## config.mk

```make
export PLATFORM = sky130hd
export DESIGN_NAME = ffea_extent_mem
export DESIGN_NICKNAME = d
export VERILOG_FILES = /design/src/first_fit_extent_allocator_top_macros.svh /design/src/ffea_pkg.sv /design/src/ffea_extent_mem.sv
export SDC_FILE = /design/constraint.sdc
export NUM_CORES = 2
export LEC_CHECK = 0
export BUFFER_PORTS_ARGS = -buffer_cell sky130_fd_sc_hd__buf_2
export CELL_PAD_IN_SITES_DETAIL_PLACEMENT = 1
export CELL_PAD_IN_SITES_GLOBAL_PLACEMENT = 2
export CORE_MARGIN = 10
export CORE_UTILIZATION = 45
export DETAILED_ROUTE_END_ITERATION = 8
export PLACE_DENSITY_LB_ADDON = 0.1
export SETUP_SLACK_MARGIN = 0.02
export SYNTH_ARGS = -nofsm -noshare
export SYNTH_HDL_FRONTEND = slang
export SYNTH_SLANG_ARGS = --single-unit
export TNS_END_PERCENT = 100
```

## constraint.sdc

```tcl
create_clock -name clk -period 3.9 [get_ports clk]
set_input_delay 0.39 -clock clk [delete_from_list [all_inputs] [get_ports clk]]
set_output_delay 0.39 -clock clk [all_outputs]
set_load 0.1 [all_outputs]
```

## src/first_fit_extent_allocator_top_macros.svh

```systemverilog
// ----------------------------------------------------------------------------
// first_fit_extent_allocator_top_macros.svh
// Assertion macros used by the extent allocator controller (ffea_ctrl).
// ----------------------------------------------------------------------------
`ifndef FIRST_FIT_EXTENT_ALLOCATOR_TOP_MACROS_SVH
`define FIRST_FIT_EXTENT_ALLOCATOR_TOP_MACROS_SVH

`ifndef SYNTHESIS
`define FFEA_ASSERT(label, clk, rst_n, expr) \
    label: assert property (@(posedge clk) disable iff (!rst_n) (expr)) \
        else $error("assertion failed");
`define FFEA_ASSERT_NEXT(label, clk, rst_n, ante, cons) \
    label: assert property (@(posedge clk) disable iff (!rst_n) (ante) |=> (cons)) \
        else $error("assertion failed");
`else
`define FFEA_ASSERT(label, clk, rst_n, expr)
`define FFEA_ASSERT_NEXT(label, clk, rst_n, ante, cons)
`endif

`endif

```

## src/ffea_pkg.sv

```systemverilog
// ----------------------------------------------------------------------------
// ffea_pkg
// Types and constants of the first-fit extent allocator.
// ----------------------------------------------------------------------------
`default_nettype none

package ffea_pkg;

    localparam int MAX_EXTENTS_DEF = 64;
    localparam int ADDR_BITS       = 31;
    localparam int IDX_W_MAX       = 10;
    localparam logic [31:0] HEAP_RESET = 32'd65536;
    localparam logic [31:0] HEAP_LIMIT = 32'(64'd1 << ADDR_BITS);

    typedef enum logic [1:0] {
        ST_OK       = 2'd0,
        ST_BAD_SIZE = 2'd1,
        ST_NO_FIT   = 2'd2,
        ST_FULL     = 2'd3
    } status_t;

    typedef enum logic {
        FN_ALLOC = 1'b0,
        FN_FREE  = 1'b1
    } func_t;

    typedef struct packed {
        logic        func;
        logic [31:0] req_size;
        logic [22:0] align_bytes;
        logic [30:0] free_start;
    } req_t;

    typedef struct packed {
        status_t     status;
        logic [30:0] aln_start;
        logic [30:0] alloc_start;
        logic [31:0] alloc_size;
        logic        heap_in_use;
    } rsp_t;

    typedef struct packed {
        logic [30:0] base;
        logic [31:0] len;
    } ext_t;

    typedef struct packed {
        logic                 rd_en;
        logic [IDX_W_MAX-1:0] rd_addr;
        logic                 wr_en;
        logic [IDX_W_MAX-1:0] wr_addr;
        ext_t                 wr_data;
    } mem_cmd_t;

    typedef struct packed {
        logic        wr;
        logic [31:0] heap;
    } cfg_t;

endpackage

`default_nettype wire

```

## src/ffea_extent_mem.sv

```systemverilog
// ----------------------------------------------------------------------------
// ffea_extent_mem
// Extent table: one write and one registered read per cycle. Entry 0 reads
// as the whole heap until it is first written after a list reset.
// ----------------------------------------------------------------------------
`default_nettype none

module ffea_extent_mem #(
    parameter int MAX_EXTENTS = ffea_pkg::MAX_EXTENTS_DEF
) (
    input  wire logic              clk,
    input  wire logic              rst_n,
    input  wire logic              clear,
    input  wire logic [31:0]       heap,
    input  wire ffea_pkg::mem_cmd_t cmd,
    output ffea_pkg::ext_t         rd_data
);
    import ffea_pkg::*;

    localparam int IW = (MAX_EXTENTS > 1) ? $clog2(MAX_EXTENTS) : 1;

    ext_t mem [MAX_EXTENTS];
    ext_t q_reg;
    logic e0_init_reg;
    logic ovr_reg;

    always_ff @(posedge clk)
    begin
        if (cmd.wr_en)
        begin
            mem[cmd.wr_addr[IW-1:0]] <= cmd.wr_data;
        end
        if (cmd.rd_en)
        begin
            q_reg <= mem[cmd.rd_addr[IW-1:0]];
        end
    end

    always_ff @(posedge clk or negedge rst_n)
    begin
        if (!rst_n)
        begin
            e0_init_reg <= 1'b1;
            ovr_reg     <= 1'b0;
        end
        else
        begin
            if (clear)
            begin
                e0_init_reg <= 1'b1;
            end
            else if (cmd.wr_en && cmd.wr_addr[IW-1:0] == '0)
            begin
                e0_init_reg <= 1'b0;
            end
            if (cmd.rd_en)
            begin
                ovr_reg <= e0_init_reg && (cmd.rd_addr[IW-1:0] == '0);
            end
        end
    end

    assign rd_data = ovr_reg ? ext_t'{base: '0, len: heap} : q_reg;

endmodule

`default_nettype wire

```

==> summary.md <==
| Metric | Value |
|---|---|
| Static leakage | `0.0571 uW` |
| Root Buffer | `clkbuf_16` |
| Via density per instance | `6.38` |
| Min cycle time layout | `3.60 ns` |
| Kind of path behind the tightest hold check | `in -> reg` |
| Critical path launch point type | `flip-flop` |
| Post-layout instance area | `181000 um^2` |
| Critical path fanouts, max | `40` |
| Max-slew violation count | `0` |
| Final worst path period share | `92.3%` |
| Count of unique library cells instantiated by Yosys | `56` |
| Clock Pin Slew Worst Setup and Hold Paths | `0.06 ns` |
| Post-detailed-route wirelength per cell | `38.6 um` |
| Setup CP Type | `reg -> out` |
| Seq cells post-synth | `4097` |
| Number of antenna violations at the first check in global routing | `46` |
| Post-synth net total | `7012` |
| Source-to-sink clock delay at the later pin of the worst-skew pair | `0.98 ns` |
| Weighted congestion at the end of routability-driven global placement | `0.748` |
| # IOs | `183` |
| Die width | `611 um` |
| Antenna violation net count after detailed routing | `0` |
| Drt first pass iters | `6` |
| Async set-or-reset flop fraction in the synthesized netlist | `0.0488%` |
| Num CTS Buffers | `430` |
| CP Capture Type | `output pin` |
| Final-report hold violation count | `0` |
| Final std cells w/o fill | `12445` |
| Rows | `216` |
| Largest register FFs | `4032` |
| Largest voltage drop on the vdd net | `0.000454 V` |
| Wire length after detailed routing | `480000 um` |
| Setup-failing EPs final | `0` |
| Final-layout setup total negative slack | `0 ns` |
| Ranking of synthesized cells by area | `edfxtp_1 (78%), mux4_2 (13%), mux2i_1 (2.0%), a22oi_1 (0.80%), mux2_2 (0.49%)` |
| Bufs on Longest Clock Path | `4` |
| Pin slew with the least headroom to its limit | `1.20 ns` |
| GRT Overall Usage | `25.3%` |
| Via count of the first global-routing pass | `81601` |
| Share of Yosys cell area claimed by the top area cell type | `78.3%` |
| Average footprint of a synthesized cell | `22.8 um^2` |
| Achievable Freq | `0.278 GHz` |
| Yosys Warn Count | `0` |
| Height of the chip | `611 um` |
| Finished Core Util | `52.2%` |
| Relative max-transition margin | `20.1%` |
| GRT Residual Overflow | `0` |
| Placed insts | `11638` |
| First-pass GRT wire length | `663000 um` |
| Clock tree from TritonCTS | `yes` |
| Cell area power density | `522 nW/um^2` |
| Via count | `79364` |
| Status | `finished, final reports clean` |
| Arrival time of data at the critical path endpoint | `3.21 ns` |
| Placed Instance Area | `167000 um^2` |
| H-Tree Depth | `5` |
| Most common flop cell mapped by yosys | `edfxtp_1` |
| Cell type contributing the most total cell area after synthesis | `edfxtp_1` |
| Sequential share of the synthesized area | `78.3%` |
| Maximum Capacitance Violations | `0` |
| Relative area change from synthesis to final layout | `15.2%` |
| Clock tree skew after final layout | `0.0327 ns` |
| Final net count | `7619` |
| Number of gates resized after cts | `0` |
| Residual DRC count | `0` |
| Total of buffers placed on input and output ports | `174` |
| Placed wire-length estimate | `258000 um` |
| EDFF count, synth | `4095` |
| Number of clock sinks | `4097` |
| Number of filler instances in the final layout | `29801` |
| Unrepaired setup endpoints after global routing | `false` |
| Final-layout worst hold slack | `0.107 ns` |
| Most common library cell in the layout ignoring fill and taps | `edfxtp_1` |
| Commonest cells after routing, fill and taps aside | `edfxtp_1 (4095), mux4_2 (927), clkbuf_16 (436)` |
| Initial Utilization | `45.3%` |
| Required arrival time at the worst endpoint | `3.51 ns` |
| Syn Std Cell Area | `157000 um^2` |
| First DRT Iteration DRCs | `10708` |
| Largest net degree at the start of global routing | `82` |
| Placeable core area | `347000 um^2` |
| Fraction of final layout cells sized beyond drive strength 1 | `28.7%` |
| Die Outline Area | `373000 um^2` |
| Post-synthesis cell count | `6892` |
==> Yosys cell counts, drive strengths merged, types with 6 or more instances <==
cell type     n
edfxtp     4095
mux4        927
mux2i       309
buf         213
nand2       182
clkbuf      178
a22oi       168
nor2         90
mux2         69
o2111ai      57
a22o         52
o21ai        52
nand3        50
nor2b        49
a221oi       45
a221o        35
o22a         34
a32oi        32
a21oi        31
o211ai       24
and2         23
nand2b       21
o211a        16
o21ba        16
o22ai        16
or2          15
o31ai        14
a211oi       13
o21a         11
o21bai        6
==> worst paths after layout <==
check,slack [ns],start,cells after the start,end
setup reg to reg,1.53,mem[51][14],5,q_reg[14]
setup / recovery,0.30,ovr_reg,3,rd_data[14]
hold reg to reg,0.50,e0_init_reg,2,e0_init_reg
hold / removal,0.11,cmd[77],4,q_reg[20]
min in group asynchronous,0.28,rst_n,3,ovr_reg
max in group asynchronous,3.42,rst_n,3,e0_init_reg
==> layer usage <==
layer | global-route usage [%] | vias to the layer above | wire length, um
li1 | - | 30813 | -
met1 | 36.4 | 44242 | 199000
met2 | 41.0 | 3565 | 232000
met3 | 3.52 | 736 | 36800
met4 | 6.46 | 8 | 13100
met5 | 0 | - | 53
==> layout make-up <==
type                    count  area (um^2)  area share [%]
flip-flops and latches   4097       123000            68.0
multi-input cells        2400        32500            18.0
clock buffers             531        11300            6.23
repair buffers            566         5890            3.26
well taps                4578         5730            3.17
clock inverters           262         2420            1.34
inverters                   4         22.5          0.0125
diodes                      7         17.5         0.00968
==> worst max-delay path: stages (launching register included) <==
cell,delay [ns]
dfrtp_4,1.11
buf_4,0.40
mux2_2,0.36
buf_2,0.29
==> per-stage QoR <==
step	worst slack [ns]	total power, uW
after floorplan	-0.475	52900
after global placement	0.611	55000
after detailed placement	0.619	55200
after CTS	0.156	95200
after global routing	0.161	97200
final	0.301	94500
==> power breakdown <==
part / total (uW) / leakage, uW / switching (uW) / internal, uW
Clock: 40300 / 0.00666 / 17200 / 23100
Combinational: 5130 / 0.0135 / 3370 / 1760
Sequential: 49000 / 0.0369 / 160 / 48900
Total: 94500 / 0.0571 / 20700 / 73700
==> logic make-up after synthesis <==
| kind of cell | after synthesis | share of synthesized area [%] |
|---|---|---|
| DFF | 4097 | 78.3 |
| muxes | 1305 | 15.8 |
| AOI/OAI and AO/OA | 648 | 3.25 |
| and+or+nand+nor | 447 | 1.32 |
| buffers and inverters | 395 | 1.32 |
==> repair_timing <==
action	in CTS	in global routing
hold buffers	7	0
buffers inserted	0	0
hold endpoints to repair	10	0
Note: power is estimated with default switching activity, not from simulation.
